--- config.mk ---
export PLATFORM = sky130hd
export DESIGN_NAME = diff_drive_odometry_step_top_flat
export DESIGN_NICKNAME = d
export VERILOG_FILES = /design/src/rtl/ddos_pkg.sv /design/src/rtl/ddos_if.sv /design/src/rtl/ddos_serial_mul.sv /design/src/rtl/diff_drive_odometry_step_top.sv /design/src/flat_wrapper.sv
export SDC_FILE = /design/constraint.sdc
export NUM_CORES = 2
export LEC_CHECK = 0
export ABC_AREA = 1
export BUFFER_PORTS_ARGS = -buffer_cell sky130_fd_sc_hd__buf_4
export CORE_MARGIN = 3
export CORE_UTILIZATION = 45
export CTS_CLUSTER_SIZE = 28
export DETAILED_ROUTE_END_ITERATION = 10
export PLACE_DENSITY = 0.64
export REMOVE_ABC_BUFFERS = 1
export SLEW_MARGIN = 20
export SYNTH_ARGS = -nofsm -noshare
export SYNTH_HDL_FRONTEND = slang
export SYNTH_HIERARCHICAL = 1
export SYNTH_SLANG_ARGS = --single-unit
--- constraint.sdc ---
create_clock -name clk -period 11.7 [get_ports clk]
set_clock_uncertainty 0.1 [all_clocks]
set_input_delay 0.585 -clock clk [delete_from_list [all_inputs] [get_ports clk]]
set_output_delay 0.585 -clock clk [all_outputs]
set_load 0.03 [all_outputs]
--- src/rtl/ddos_pkg.sv ---
// Package: shared constants, payload types and the arctangent table for the odometry step.
package ddos_pkg;

    localparam int CordicSteps = 20;
    localparam int StepW = $clog2(CordicSteps + 1);

    localparam int HtW = 10;
    localparam logic [HtW-1:0] HtReset = 10'd118;
    localparam logic [HtW-1:0] HtMin = 10'd16;

    localparam int DeltaW = 24;
    localparam int SpeedW = 16;
    localparam int OutW = 28;

    localparam int MagW = 36;
    localparam int YawW = 38;
    localparam int DispW = 27;
    localparam int GainW = 30;
    localparam int VecW = 40;
    localparam int DegW = 23;
    localparam int DegProdW = 60;

    localparam logic signed [YawW-1:0] PiQ28 = 38'sd843314857;
    localparam logic signed [YawW-1:0] HalfPiQ28 = 38'sd421657428;
    localparam logic signed [YawW-1:0] TwoPiQ28 = 38'sd1686629713;
    localparam logic [GainW-1:0] GainQ30 = 30'd652032874;
    localparam logic [DegW-1:0] DegPerRadQ16 = 23'd3754936;
    localparam logic signed [VecW-1:0] OutMax = 40'sd134217727;
    localparam logic signed [VecW-1:0] OutMin = -40'sd134217728;

    localparam logic ActionMotor = 1'b0;
    localparam logic ActionOdom = 1'b1;

    typedef struct packed {
        logic                     action;
        logic                     cmd_accepted;
        logic signed [SpeedW-1:0] left_speed_mm_s;
        logic signed [SpeedW-1:0] right_speed_mm_s;
        logic [DeltaW-1:0]        left_delta_q16;
        logic [DeltaW-1:0]        right_delta_q16;
        logic                     on_ground;
    } req_t;

    typedef struct packed {
        logic signed [OutW-1:0] dx_q16;
        logic signed [OutW-1:0] dy_q16;
        logic signed [OutW-1:0] dtheta_deg_q16;
        logic                   traction_lost;
    } rsp_t;

    function automatic logic [29:0] atan_q28(input logic [4:0] i);
        logic [29:0] v;
        begin
            unique case (i)
                5'd0:  v = 30'd210828714;
                5'd1:  v = 30'd124459457;
                5'd2:  v = 30'd65760959;
                5'd3:  v = 30'd33381290;
                5'd4:  v = 30'd16755422;
                5'd5:  v = 30'd8385879;
                5'd6:  v = 30'd4193963;
                5'd7:  v = 30'd2097109;
                5'd8:  v = 30'd1048571;
                5'd9:  v = 30'd524287;
                5'd10: v = 30'd262144;
                5'd11: v = 30'd131072;
                5'd12: v = 30'd65536;
                5'd13: v = 30'd32768;
                5'd14: v = 30'd16384;
                5'd15: v = 30'd8192;
                5'd16: v = 30'd4096;
                5'd17: v = 30'd2048;
                5'd18: v = 30'd1024;
                5'd19: v = 30'd512;
                5'd20: v = 30'd256;
                5'd21: v = 30'd128;
                5'd22: v = 30'd64;
                5'd23: v = 30'd32;
                5'd24: v = 30'd16;
                5'd25: v = 30'd8;
                5'd26: v = 30'd4;
                5'd27: v = 30'd2;
                5'd28: v = 30'd1;
                default: v = 30'd0;
            endcase
            return v;
        end
    endfunction

endpackage

--- src/rtl/ddos_if.sv ---
// Interfaces: request and result channels with valid/ready handshake.
interface ddos_req_if import ddos_pkg::*; ();
    logic valid;
    logic ready;
    req_t data;
    modport source (output valid, output data, input ready);
    modport sink (input valid, input data, output ready);
endinterface

interface ddos_rsp_if import ddos_pkg::*; ();
    logic valid;
    logic ready;
    rsp_t data;
    modport source (output valid, output data, input ready);
    modport sink (input valid, input data, output ready);
endinterface

--- src/rtl/ddos_serial_mul.sv ---
// Module: unsigned shift-and-add multiplier, one multiplier bit per cycle.
module ddos_serial_mul import ddos_pkg::*; (
    input  logic                clk,
    input  logic                rst_n,
    input  logic                start,
    input  logic [MagW-1:0]     a,
    input  logic [GainW-1:0]    b,
    output logic                done,
    output logic [DegProdW+6:0] prod
);
    localparam int PW = DegProdW + 7;
    localparam int CW = $clog2(GainW + 1);

    logic [PW-1:0]   acc_reg, acc_next;
    logic [PW-1:0]   a_reg, a_next;
    logic [GainW-1:0] b_reg, b_next;
    logic [CW-1:0]   cnt_reg, cnt_next;
    logic            busy_reg, busy_next;
    logic            done_reg, done_next;

    always_comb
    begin
        acc_next  = acc_reg;
        a_next    = a_reg;
        b_next    = b_reg;
        cnt_next  = cnt_reg;
        busy_next = busy_reg;
        done_next = 1'b0;
        if (start)
        begin
            acc_next  = '0;
            a_next    = PW'(a);
            b_next    = b;
            cnt_next  = '0;
            busy_next = 1'b1;
        end
        else if (busy_reg)
        begin
            if (b_reg[0])
            begin
                acc_next = acc_reg + a_reg;
            end
            a_next   = a_reg << 1;
            b_next   = b_reg >> 1;
            cnt_next = cnt_reg + 1'b1;
            if (cnt_reg == CW'(GainW - 1))
            begin
                busy_next = 1'b0;
                done_next = 1'b1;
            end
        end
    end

    always_ff @(posedge clk or negedge rst_n)
    begin
        if (!rst_n)
        begin
            busy_reg <= 1'b0;
            done_reg <= 1'b0;
            cnt_reg  <= '0;
        end
        else
        begin
            busy_reg <= busy_next;
            done_reg <= done_next;
            cnt_reg  <= cnt_next;
        end
    end

    always_ff @(posedge clk)
    begin
        acc_reg <= acc_next;
        a_reg   <= a_next;
        b_reg   <= b_next;
    end

    assign done = done_reg;
    assign prod = acc_reg;
endmodule

--- src/rtl/diff_drive_odometry_step_top.sv ---
// Top level: two-wheel dead-reckoning step with serial divider, a shared serial multiplier and CORDIC.
//
//  channel | dir | handshake     | payload
//  req     | in  | valid/ready   | req_t (command or odometry sample)
//  rsp     | out | valid/ready   | rsp_t (dx, dy, heading change, traction flag)
//  apb     | in  | psel/penable  | half_track_mm at byte 0
//
// A command item is handled in the cycle it is taken. An odometry item passes
// through the restoring divider (load, then one quotient bit a cycle), the serial
// degree and gain multiplies, the angle reduction, CordicSteps CORDIC iterations
// and the output step.
// The first sample after reset goes straight to the output step with zero dx, dy and heading change.
// Reset clears the direction latches and the result-valid flag and sets the first-sample flag.
// A waiting result holds in the output register; the next request is taken
// only once that register is free.
module diff_drive_odometry_step_top import ddos_pkg::*; (
    input  logic        clk,
    input  logic        rst_n,
    ddos_req_if.sink    req,
    ddos_rsp_if.source  rsp,
    input  logic        psel,
    input  logic        penable,
    input  logic        pwrite,
    input  logic [1:0]  paddr,
    input  logic [31:0] pwdata,
    output logic [31:0] prdata,
    output logic        pready
);
    typedef enum logic [7:0] {
        S_IDLE = 8'b00000001,
        S_DIV  = 8'b00000010,
        S_DEG  = 8'b00000100,
        S_GAIN = 8'b00001000,
        S_RED  = 8'b00010000,
        S_ROT  = 8'b00100000,
        S_OUT  = 8'b01000000,
        S_WAIT = 8'b10000000
    } state_t;

    state_t state_reg, state_next;

    logic [HtW-1:0] ht_reg, ht_next;
    logic first_reg, first_next;
    logic lrev_reg, lrev_next;
    logic rrev_reg, rrev_next;

    logic signed [DeltaW+1:0] diff_reg, diff_next;
    logic signed [DispW-1:0]  disp_reg, disp_next;
    logic [MagW-1:0] rem_reg, rem_next;
    logic [MagW-1:0] quo_reg, quo_next;
    logic [MagW-1:0] num_reg, num_next;
    logic [5:0]      dcnt_reg, dcnt_next;
    logic signed [YawW-1:0] yaw_reg, yaw_next;
    logic signed [VecW-1:0] x_reg, x_next;
    logic signed [VecW-1:0] y_reg, y_next;
    logic signed [OutW-1:0] deg_reg, deg_next;
    logic [StepW-1:0] step_reg, step_next;
    logic signed [SpeedW-1:0] lsp_reg, lsp_next;
    logic signed [SpeedW-1:0] rsp_sp_reg, rsp_sp_next;
    logic gnd_reg, gnd_next;
    logic zero_reg, zero_next;

    logic rv_reg, rv_next;
    rsp_t rd_reg, rd_next;

    logic mul_start;
    logic [MagW-1:0] mul_a;
    logic [GainW-1:0] mul_b;
    logic mul_done;
    logic [DegProdW+6:0] mul_prod;

    logic req_fire;
    logic cfg_wr;
    logic [MagW:0] trial;
    logic signed [VecW-1:0] xs, ys;
    logic signed [VecW-1:0] xo, yo;
    logic [VecW-1:0] xabs, yabs;
    logic [DegProdW+6:0] degm;
    logic [DeltaW+1:0] dabs;

    ddos_serial_mul u_mul (
        .clk   (clk),
        .rst_n (rst_n),
        .start (mul_start),
        .a     (mul_a),
        .b     (mul_b),
        .done  (mul_done),
        .prod  (mul_prod)
    );

    assign pready  = 1'b1;
    assign prdata  = {{(32-HtW){1'b0}}, ht_reg};
    assign cfg_wr  = psel && penable && pwrite && (paddr == 2'd0);
    assign req.ready = (state_reg == S_IDLE) && !rv_reg;
    assign req_fire  = req.valid && req.ready;
    assign rsp.valid = rv_reg;
    assign rsp.data  = rd_reg;

    function automatic logic signed [OutW-1:0] sat(input logic signed [VecW-1:0] v);
        logic signed [OutW-1:0] r;
        begin
            if (v > OutMax)
            begin
                r = OutMax[OutW-1:0];
            end
            else if (v < OutMin)
            begin
                r = OutMin[OutW-1:0];
            end
            else
            begin
                r = v[OutW-1:0];
            end
            return r;
        end
    endfunction

    always_comb
    begin
        logic signed [DeltaW+1:0] l, r;
        state_next = state_reg;
        ht_next    = cfg_wr ? pwdata[HtW-1:0] : ht_reg;
        first_next = first_reg;
        lrev_next  = lrev_reg;
        rrev_next  = rrev_reg;
        diff_next  = diff_reg;
        disp_next  = disp_reg;
        rem_next   = rem_reg;
        quo_next   = quo_reg;
        num_next   = num_reg;
        dcnt_next  = dcnt_reg;
        yaw_next   = yaw_reg;
        x_next     = x_reg;
        y_next     = y_reg;
        deg_next   = deg_reg;
        step_next  = step_reg;
        lsp_next   = lsp_reg;
        rsp_sp_next = rsp_sp_reg;
        gnd_next   = gnd_reg;
        zero_next  = zero_reg;
        rv_next    = rv_reg;
        rd_next    = rd_reg;
        mul_start  = 1'b0;
        mul_a      = '0;
        mul_b      = '0;
        trial      = '0;
        xs = x_reg >>> step_reg;
        ys = y_reg >>> step_reg;
        xo = '0;
        yo = '0;
        xabs = '0;
        yabs = '0;
        degm = '0;
        l = '0;
        r = '0;
        dabs = diff_reg[DeltaW+1] ? (DeltaW+2)'(0) - diff_reg : diff_reg;

        if (rv_reg && rsp.ready)
        begin
            rv_next = 1'b0;
        end

        unique case (state_reg)
            S_IDLE:
            begin
                if (req_fire)
                begin
                    lsp_next    = req.data.left_speed_mm_s;
                    rsp_sp_next = req.data.right_speed_mm_s;
                    gnd_next    = req.data.on_ground;
                    if (req.data.action == ActionMotor)
                    begin
                        if (req.data.cmd_accepted)
                        begin
                            if (req.data.left_speed_mm_s != 0)
                                lrev_next = req.data.left_speed_mm_s[SpeedW-1];
                            if (req.data.right_speed_mm_s != 0)
                                rrev_next = req.data.right_speed_mm_s[SpeedW-1];
                        end
                    end
                    else if (first_reg)
                    begin
                        first_next = 1'b0;
                        zero_next  = 1'b1;
                        state_next = S_OUT;
                    end
                    else
                    begin
                        zero_next = 1'b0;
                        l = lrev_reg ? -$signed({2'b0, req.data.left_delta_q16})
                                     : $signed({2'b0, req.data.left_delta_q16});
                        r = rrev_reg ? -$signed({2'b0, req.data.right_delta_q16})
                                     : $signed({2'b0, req.data.right_delta_q16});
                        diff_next = r - l;
                        disp_next = DispW'(l) + DispW'(r);
                        rem_next  = '0;
                        quo_next  = '0;
                        dcnt_next = '0;
                        state_next = S_DIV;
                    end
                end
            end
            S_DIV:
            begin
                if (dcnt_reg == 6'd0)
                begin
                    num_next  = MagW'({dabs, 11'b0});
                    dcnt_next = 6'd1;
                end
                else
                begin
                    trial = {rem_reg, num_reg[MagW-1]};
                    num_next = num_reg << 1;
                    if (trial >= (MagW+1)'(ht_reg < HtMin ? HtMin : ht_reg))
                    begin
                        rem_next = MagW'(trial - (MagW+1)'(ht_reg < HtMin ? HtMin : ht_reg));
                        quo_next = {quo_reg[MagW-2:0], 1'b1};
                    end
                    else
                    begin
                        rem_next = trial[MagW-1:0];
                        quo_next = {quo_reg[MagW-2:0], 1'b0};
                    end
                    if (dcnt_reg == 6'(MagW))
                    begin
                        state_next = S_DEG;
                        mul_start  = 1'b1;
                        mul_a      = quo_next;
                        mul_b      = GainW'(DegPerRadQ16);
                    end
                    else
                    begin
                        dcnt_next = dcnt_reg + 1'b1;
                    end
                end
            end
            S_DEG:
            begin
                if (mul_done)
                begin
                    degm = mul_prod >> 28;
                    deg_next = sat(diff_reg[DeltaW+1] ? -$signed(VecW'(degm))
                                                       : $signed(VecW'(degm)));
                    yaw_next = diff_reg[DeltaW+1] ? -$signed({2'b0, quo_reg})
                                                  : $signed({2'b0, quo_reg});
                    mul_start = 1'b1;
                    mul_a = MagW'(disp_reg[DispW-1] ? -disp_reg : disp_reg);
                    mul_b = GainQ30;
                    state_next = S_GAIN;
                end
            end
            S_GAIN:
            begin
                if (mul_done)
                begin
                    xabs = VecW'(mul_prod >> 24);
                    x_next = disp_reg[DispW-1] ? -$signed(xabs) : $signed(xabs);
                    y_next = '0;
                    state_next = S_RED;
                    dcnt_next = '0;
                end
            end
            S_RED:
            begin
                // one reduction step a cycle, then the half-turn fold
                if (yaw_reg > PiQ28 && dcnt_reg < 6'd4)
                begin
                    yaw_next = yaw_reg - TwoPiQ28;
                    dcnt_next = dcnt_reg + 1'b1;
                end
                else if (yaw_reg < -PiQ28 && dcnt_reg < 6'd4)
                begin
                    yaw_next = yaw_reg + TwoPiQ28;
                    dcnt_next = dcnt_reg + 1'b1;
                end
                else
                begin
                    if (yaw_reg > HalfPiQ28)
                    begin
                        yaw_next = yaw_reg - PiQ28;
                        x_next = -x_reg;
                    end
                    else if (yaw_reg < -HalfPiQ28)
                    begin
                        yaw_next = yaw_reg + PiQ28;
                        x_next = -x_reg;
                    end
                    step_next = '0;
                    state_next = S_ROT;
                end
            end
            S_ROT:
            begin
                if (yaw_reg >= 0)
                begin
                    x_next = x_reg - ys;
                    y_next = y_reg + xs;
                    yaw_next = yaw_reg - $signed(YawW'(atan_q28(5'(step_reg))));
                end
                else
                begin
                    x_next = x_reg + ys;
                    y_next = y_reg - xs;
                    yaw_next = yaw_reg + $signed(YawW'(atan_q28(5'(step_reg))));
                end
                if (step_reg == StepW'(CordicSteps - 1))
                begin
                    state_next = S_OUT;
                end
                else
                begin
                    step_next = step_reg + 1'b1;
                end
            end
            S_OUT:
            begin
                xabs = x_reg[VecW-1] ? VecW'(0) - x_reg : x_reg;
                yabs = y_reg[VecW-1] ? VecW'(0) - y_reg : y_reg;
                xo = x_reg[VecW-1] ? -$signed(xabs >> 7) : $signed(xabs >> 7);
                yo = y_reg[VecW-1] ? -$signed(yabs >> 7) : $signed(yabs >> 7);
                rd_next.dx_q16 = zero_reg ? '0 : sat(xo);
                rd_next.dy_q16 = zero_reg ? '0 : sat(yo);
                rd_next.dtheta_deg_q16 = zero_reg ? '0 : deg_reg;
                rd_next.traction_lost = !gnd_reg;
                rv_next = 1'b1;
                if (lsp_reg != 0)
                    lrev_next = lsp_reg[SpeedW-1];
                if (rsp_sp_reg != 0)
                    rrev_next = rsp_sp_reg[SpeedW-1];
                state_next = S_WAIT;
            end
            S_WAIT:
            begin
                state_next = S_IDLE;
            end
            default:
            begin
                state_next = S_IDLE;
            end
        endcase
    end

    always_ff @(posedge clk or negedge rst_n)
    begin
        if (!rst_n)
        begin
            state_reg <= S_IDLE;
            ht_reg    <= HtReset;
            first_reg <= 1'b1;
            lrev_reg  <= 1'b0;
            rrev_reg  <= 1'b0;
            rv_reg    <= 1'b0;
        end
        else
        begin
            state_reg <= state_next;
            ht_reg    <= ht_next;
            first_reg <= first_next;
            lrev_reg  <= lrev_next;
            rrev_reg  <= rrev_next;
            rv_reg    <= rv_next;
        end
    end

    always_ff @(posedge clk)
    begin
        diff_reg   <= diff_next;
        disp_reg   <= disp_next;
        rem_reg    <= rem_next;
        quo_reg    <= quo_next;
        num_reg    <= num_next;
        dcnt_reg   <= dcnt_next;
        yaw_reg    <= yaw_next;
        x_reg      <= x_next;
        y_reg      <= y_next;
        deg_reg    <= deg_next;
        step_reg   <= step_next;
        lsp_reg    <= lsp_next;
        rsp_sp_reg <= rsp_sp_next;
        gnd_reg    <= gnd_next;
        zero_reg   <= zero_next;
        rd_reg     <= rd_next;
    end
endmodule

--- src/flat_wrapper.sv ---
// flat-port wrapper written by rule: the top's interface ports become plain ports
module diff_drive_odometry_step_top_flat import ddos_pkg::*;
  (clk, rst_n, psel, penable, pwrite, paddr, pwdata, prdata, pready, req_valid, req_data, req_ready, rsp_valid, rsp_data, rsp_ready);
  ddos_req_if req_i ();
  ddos_rsp_if rsp_i ();
  input  logic clk;
  input  logic rst_n;
  input  logic psel;
  input  logic penable;
  input  logic pwrite;
  input  logic [1:0] paddr;
  input  logic [31:0] pwdata;
  output logic [31:0] prdata;
  output logic pready;
  input wire logic [$bits(req_i.valid)-1:0] req_valid;
  input wire logic [$bits(req_i.data)-1:0] req_data;
  output wire logic [$bits(req_i.ready)-1:0] req_ready;
  output wire logic [$bits(rsp_i.valid)-1:0] rsp_valid;
  output wire logic [$bits(rsp_i.data)-1:0] rsp_data;
  input wire logic [$bits(rsp_i.ready)-1:0] rsp_ready;
  assign req_i.valid = req_valid;
  assign req_i.data = req_data;
  assign req_ready = req_i.ready;
  assign rsp_valid = rsp_i.valid;
  assign rsp_data = rsp_i.data;
  assign rsp_i.ready = rsp_ready;
  diff_drive_odometry_step_top u_core (.clk(clk), .rst_n(rst_n), .req(req_i), .rsp(rsp_i), .psel(psel), .penable(penable), .pwrite(pwrite), .paddr(paddr), .pwdata(pwdata), .prdata(prdata), .pready(pready));
endmodule
# --- Word level (Yosys, flattened, before mapping) ---
# Memories as Yosys holds them, arrays and structs flattened. A register that Yosys moved wholly into a read port is not among the register bits.
# Index checks and enable logic that the tools add are counted.
totals:
  ff_bits: 630
  mem_bits_ro: 1792
  inputBits: 124
  output_inout_bits: 120
  elab_cells: 268
  memories: 2
mem_list:
  columns: ["name", "depth", "word_bits", "rd", "rd_ports_with_merged_regs", "wr", "line_no", "rtl"]
  rows:
  - ["(no name shown)", 32, 28, 1, 1, 0, "ddos_pkg.sv:54", "unique case (i)"]
  - ["(no name shown)", 32, 28, 1, 1, 0, "ddos_pkg.sv:54", null]
classes:
  add_sub_neg: 29
  n_lt_le_gt_ge: 14
  eq_ne: 31
  n_shift: 2
  mux: 113
  bitwise_logic: 1
  n_reduce_logical: 41
op_table:
  columns: ["operator", "n"]
  rows:
  - ["$mux W40", 14]
  - ["$mux W36", 13]
  - ["$mux W38", 7]
  - ["$mux W30", 8]
  - ["$pmux W36 S2", 3]
  - ["$reduce_bool A32 Y1", 4]
  - ["$gt A40 B28 Y1 const B", 3]
  - ["$lt A40 B28 Y1 const B", 3]
  - ["$pmux W40 S3", 1]
  - ["$pmux W38 S3", 1]
  - ["$mux W28", 3]
  - ["$add A40 B40 Y40", 2]
  - ["$neg A33 Y40", 2]
  - ["$neg A40 Y40", 2]
  - ["$pmux W40 S2", 1]
  - ["$sshr A40 B5 Y40", 2]
  - ["$sub A1 B40 Y40 const A", 2]
  - ["$sub A40 B40 Y40", 2]
  - ["$mux W8", 9]
  - ["$add A67 B67 Y67", 1]
  - ["$pmux W30 S2", 1]
  - ["$pmux W8 S7", 1]
  - ["$mux W27", 2]
  - ["$mux W26", 2]
  - ["other kinds (64)", 142]

# --- Depth between registers and ports, before layout ---
depth:
  depth_word: 8
  depth_mapped: 37
  mapped_depth_nobuf: 35

# --- Hierarchy ---
# Netlist, hierarchy kept.
by_module_without_submodules:
  columns: ["mod", "n_inst", "cells_per_inst", "area_per_inst_um2", "seq_area_each_um2"]
  rows:
  - ["diff_drive_odometry_step_top", 1, 7966, 51565.7, 13882.1]
  - ["ddos_serial_mul", 1, 1926, 12320.6, 4119.0]

# --- Worst setup path before layout ---
# Ideal clock, no wire load.
synth_timing:
  path_type: "register -> register"
  from: "register u_core.state_reg[1]"
  to: "register u_core.rrev_reg"
  setup_ns: 0.077
  arrival_ns: 10.905
  slack_ns: 0.618
  stages_incl_launch_ff: 10
  n_path_buf: 0
  synth_period_minus_slack_ns: 11.082
  cell_sequence: "dfrtp_1 nor2_1 inv_2 nor2_1 inv_2 nor4_1 inv_1 o2111ai_1 nor2_1 a21oi_1"
synth_via:
  elab_chain_cells: 5
  word_cells_on_any_way: 12
  classes_between: "eq/ne: 7; mux: 1; reduce/logical: 4"
synth_lines:
  columns: ["item", "line_no", "rtl"]
  rows:
  - ["start: declaration", "diff_drive_odometry_step_top.sv:40", "state_t state_reg, state_next;"]
  - ["start signal: assignment", "diff_drive_odometry_step_top.sv:356", "state_reg <= state_next;"]
  - ["$eq A8 B1 Y1", "diff_drive_odometry_step_top.sv:94, diff_drive_odometry_step_top.sv:163", null]
  - ["$logic_and A1 B1 Y1", "diff_drive_odometry_step_top.sv:94", "assign req.ready = (state_reg == S_IDLE) && !rv_reg;"]
  - ["$logic_and A1 B1 Y1", "diff_drive_odometry_step_top.sv:95", "assign req_fire = req.valid && req.ready;"]
  - ["$ne A2 B1 Y1 (no source line)", null, null]
  - ["$reduce_and A6 Y1 (no source line)", null, null]
  - ["end signal: assignment", "diff_drive_odometry_step_top.sv:360", "rrev_reg <= rrev_next;"]
  - ["end: declaration", "diff_drive_odometry_step_top.sv:45", "logic rrev_reg, rrev_next;"]
# Several ways; a longest one is shown, not always the timed one.
# A chain may end at the register's enable or synchronous reset.

# --- Final worst setup path ---
layout_timing:
  from: "register u_core.step_reg[1]"
  to: "register u_core.x_reg[32], data pin"
layout_via:
  elab_chain_cells: 4
  word_cells_on_any_way: 5
  classes_between: "add/sub: 2; shift: 1; mux: 2"
layout_lines:
  columns: ["item", "line_no", "rtl"]
  rows:
  - ["start: declaration", "diff_drive_odometry_step_top.sv:57", "logic [StepW-1:0] step_reg, step_next;"]
  - ["start signal: assignment", "diff_drive_odometry_step_top.sv:377", "step_reg <= step_next;"]
  - ["$sshr A40 B5 Y40 (*)", "diff_drive_odometry_step_top.sv:148", "ys = y_reg >>> step_reg;"]
  - ["$add A40 B40 Y40 / $sub A40 B40 Y40 (equally long branches)", "diff_drive_odometry_step_top.sv:302, diff_drive_odometry_step_top.sv:296", null]
  - ["$mux W40 (*)", "diff_drive_odometry_step_top.sv:294", "if (yaw_reg >= 0)"]
  - ["$pmux W40 S3 (*)", "diff_drive_odometry_step_top.sv:163", "unique case (state_reg)"]
  - ["named net u_core.x_next[32]", "diff_drive_odometry_step_top.sv:54", "logic signed [VecW-1:0] x_reg, x_next;"]
  - ["end signal: assignment", "diff_drive_odometry_step_top.sv:374", "x_reg <= x_next;"]
  - ["end: declaration", "diff_drive_odometry_step_top.sv:54", null]
# Mark *: on every way through the listed nets, which the timed path passes. The rest lies on a longest branch.

==> run metrics <==
initial standard-cell utilization of the core=0.4556; number of hold buffers added after cts=45; cell type with the largest total area after synthesis=sky130_fd_sc_hd__edfxtp_1; detailed-route DRC error count=0; Crit Reg-Reg Startpoint=u_core/step_reg[1]; Worst Max-Slew Pin Slew=1.148 ns; number of unique standard cell types used by synthesis=92; area of the mapped netlist=0.06389 mm2; mean number of vias per cell=5.490; fraction of synthesis flops using an asynchronous set or reset pin=0.04489; synthesized area per cell=6.458 um2; routed via count=65325; RSZ-0062 raised after global routing=false; number of max-slew violations in the final report=0; antenna violations before repair=3; vias in the first global route=61387; Skew-Pair Late Insertion Delay=0.71 ns; Crit. End Element=flop; area of the core region=0.1402 mm2; final hold slack=0.1181 ns; horizontal die dimension=382.8 um; Congestion Overflow GR=0; clock-pin slew on the worst setup and hold paths=0.06 ns; flip-flop cell with the highest count after synthesis=sky130_fd_sc_hd__edfxtp_1; number of diodes=0; number of enable-type register cells in the synthesized netlist=491; number of cells on the worst hold path=4; row cnt=137; Power Total=12.34 mW; share of synthesized area occupied by flip-flops and latches=0.2818; cts repair resizes=0; die area=0.1465 mm2; final period demand of the worst path=6.848 ns; Iter 0 DRT Violations=6358; die height=382.8 um; max_slew headroom=0.2249; Hold Violations, Final=0; Total Routing Usage GR=0.2935; total setup buffers inserted after CTS=0; per-cell routed wire length=18.68 um; accumulated negative setup slack=0 ns; CP Data Required Time=12.04 ns; number of input and output port buffers inserted=198; max-cap violations=0; Leakage=32.60 nW; kind of cell adding the most delay to the critical path=compound AO/OA/AOI/OAI gates; number of optimization iterations in the first detailed-route pass=8; clk sinks=646; sum of net half-perimeters after detailed placement=173800 um; placer congestion estimate=0.9918; biggest area contributors in the synthesized netlist=sky130_fd_sc_hd__edfxtp_1 (23%), sky130_fd_sc_hd__nand2_1 (16%), sky130_fd_sc_hd__nor2_1 (7.2%); result of the run=completed; peak fanout along the critical path=84; first-pass GRT wire length=343100 um; Root Driver=sky130_fd_sc_hd__clkbuf_16; Yosys warnings=6; synthesized flop and latch total=646; number of flip-flops under the largest register name=85; cell count after synthesis=9892; CTS Buf Count=82; buffers and inverters on the worst path=9; terminating pin of the worst hold path=u_core/first_reg; total power divided by cell area=176.8 mW/mm2; Detailed Route WL=222300 um; Register-to-Register Setup Slack=4.85 ns; pin count of the biggest net entering global routing=91; H-tree depth=3; maximum clock path buffer count=3; VDD IR max=0.1343 mV; ratio of cells with drive above 1 in the final layout=0.08082; maximum single-stage delay on the critical path=0.67 ns; min-delay src=req_data[82]; slowest stage cell on the critical path=sky130_fd_sc_hd__buf_4; share of the synthesized area in the top cell type=0.2308; startpoint type of the worst setup path=flop; WP data arrival=7.18 ns; post-route antenna net violation count=0; count of final setup violators=0; class of the tightest hold or removal check=primary input to flop; maximum clock frequency=146.0 MHz; area growth from synthesis to layout=9.244%; portion of the clock cycle consumed by the worst path in the final layout=0.5853; TritonCTS clock tree=yes; worst setup path class=flop to flop; # nets final=10357; r2r endpoint=u_core/x_reg[32]; cell count of the worst reg-to-reg path=31; count of pins on the block boundary=244
-- layout make-up --
class	instances	area [um2]
multi-input combinational	7629	39470
fill	14547	70430
clock inverter	53	565.5
inverter	1299	4895
clock buffer	99	2177
sequential	646	18000
tap	1876	2347
timing repair buffer	296	2338
-- how the worst max path moves through the flow --
| stage | to | cells past startpoint | slack, ns | startpoint |
|---|---|---|---|---|
| global placement | u_core/y_reg[38] | 32 | 5.05 | u_core/step_reg[1] |
| detailed placement | u_core/y_reg[38] | 32 | 5.03 | u_core/step_reg[1] |
| finish | u_core/x_reg[32] | 31 | 4.85 | u_core/step_reg[1] |
| CTS | u_core/y_reg[38] | 32 | 5.00 | u_core/step_reg[1] |
| global route | u_core/y_reg[38] | 32 | 4.17 | u_core/step_reg[1] |
| floorplan | u_core/rrev_reg | 9 | 0.62 | u_core/state_reg[1] |
-- kinds of logic (layout without fill, tap and decap cells) --
kind of cell               count (synthesis)  count (layout)  synth area share
xor gates and xnor gates                 414             414           0.05676
buffers and inverters                   1646            1747            0.1031
and+or+nand+nor                         5049            5049            0.3360
muxes                                     39              39          0.006189
DFF                                      646             646            0.2818
other                                      2              31         0.0001176
AOI/OAI and AO/OA                       1817            1817            0.1606
adders and majority gates                279             279           0.05546
-- placed cells by master, fill, tap and decap left out, types with 83 or more instances in the layout --
cell and n:
sky130_fd_sc_hd__buf_4 250, sky130_fd_sc_hd__edfxtp_1 491, sky130_fd_sc_hd__nand4_1 103, sky130_fd_sc_hd__ha_1 272, sky130_fd_sc_hd__nor3_1 131, sky130_fd_sc_hd__nand2_1 2660
sky130_fd_sc_hd__inv_1 1198, sky130_fd_sc_hd__a21oi_1 615, sky130_fd_sc_hd__clkbuf_16 83, sky130_fd_sc_hd__xor2_1 333, sky130_fd_sc_hd__nor2_1 1215, sky130_fd_sc_hd__o21ai_1 108
sky130_fd_sc_hd__o21ai_0 682, sky130_fd_sc_hd__dfxtp_1 126, sky130_fd_sc_hd__nand3_1 554
-- Yosys cell counts (12+ instances only) --
| master | number |
|---|---|
| sky130_fd_sc_hd__nor2_4 | 22 |
| sky130_fd_sc_hd__o21a_1 | 30 |
| sky130_fd_sc_hd__xor2_1 | 333 |
| sky130_fd_sc_hd__ha_1 | 272 |
| sky130_fd_sc_hd__o211ai_1 | 71 |
| sky130_fd_sc_hd__o21bai_1 | 26 |
| sky130_fd_sc_hd__o21ai_0 | 682 |
| sky130_fd_sc_hd__edfxtp_1 | 491 |
| sky130_fd_sc_hd__dfrtp_1 | 22 |
| sky130_fd_sc_hd__nand2_2 | 82 |
| sky130_fd_sc_hd__nand2_1 | 2661 |
| sky130_fd_sc_hd__nand3b_1 | 15 |
| sky130_fd_sc_hd__a211oi_1 | 13 |
| sky130_fd_sc_hd__buf_1 | 43 |
| sky130_fd_sc_hd__o2111ai_1 | 15 |
| sky130_fd_sc_hd__a31oi_1 | 55 |
| sky130_fd_sc_hd__clkinv_1 | 13 |
| sky130_fd_sc_hd__buf_6 | 14 |
| sky130_fd_sc_hd__inv_2 | 77 |
| sky130_fd_sc_hd__xnor2_1 | 81 |
| sky130_fd_sc_hd__a21oi_2 | 30 |
| sky130_fd_sc_hd__inv_1 | 1203 |
| sky130_fd_sc_hd__buf_4 | 41 |
| sky130_fd_sc_hd__nor2_1 | 1220 |
| sky130_fd_sc_hd__nor3_1 | 132 |
| sky130_fd_sc_hd__mux2i_1 | 35 |
| sky130_fd_sc_hd__o21ai_1 | 108 |
| sky130_fd_sc_hd__buf_2 | 58 |
| sky130_fd_sc_hd__a21oi_1 | 616 |
| sky130_fd_sc_hd__nand2_4 | 16 |
| sky130_fd_sc_hd__nor4_1 | 55 |
| sky130_fd_sc_hd__nand3_1 | 554 |
| sky130_fd_sc_hd__clkbuf_1 | 186 |
| sky130_fd_sc_hd__o31ai_1 | 17 |
| sky130_fd_sc_hd__o221ai_1 | 25 |
| sky130_fd_sc_hd__dfxtp_1 | 126 |
| sky130_fd_sc_hd__a21boi_0 | 23 |
| sky130_fd_sc_hd__and2_1 | 12 |
| sky130_fd_sc_hd__nand3_2 | 13 |
| sky130_fd_sc_hd__or2_2 | 57 |
| sky130_fd_sc_hd__o22ai_1 | 37 |
| sky130_fd_sc_hd__nor2_2 | 64 |
| sky130_fd_sc_hd__nand4_1 | 103 |
-- routing by layer --
metal,vias up,track usage,part of all wire
li1,32479,-,-
met1,30094,0.3911,0.44
met2,2333,0.4872,0.46
met3,415,0.03570,0.066
met4,4,0.1086,0.041
met5,-,0,0.000081
-- power breakdown --
group	switching [mW]	internal, mW
combinational	4.06	1.94
sequential	0.523	3.25
clock	1.09	1.48
-- stage by stage --
step                      worst slack [ns]  instances  instance area [um2]  utilization
after floorplan                     0.6176       9574                62300            -
after global placement               5.045      11701                66590       0.4749
after detailed placement             5.031      11701                66600       0.4749
after CTS                            4.999      11898                69790       0.4977
after global routing                 4.169      11898                69790       0.4977
final                                4.852      11898                69790       0.4977
-- tightest hold or removal path, delay by kind of cell --
family | cells | cell delay [ns]
and+or+nand+nor | 2 | 0.19
buffers and inverters | 2 | 0.14
Power figures use the tool's default switching activity.
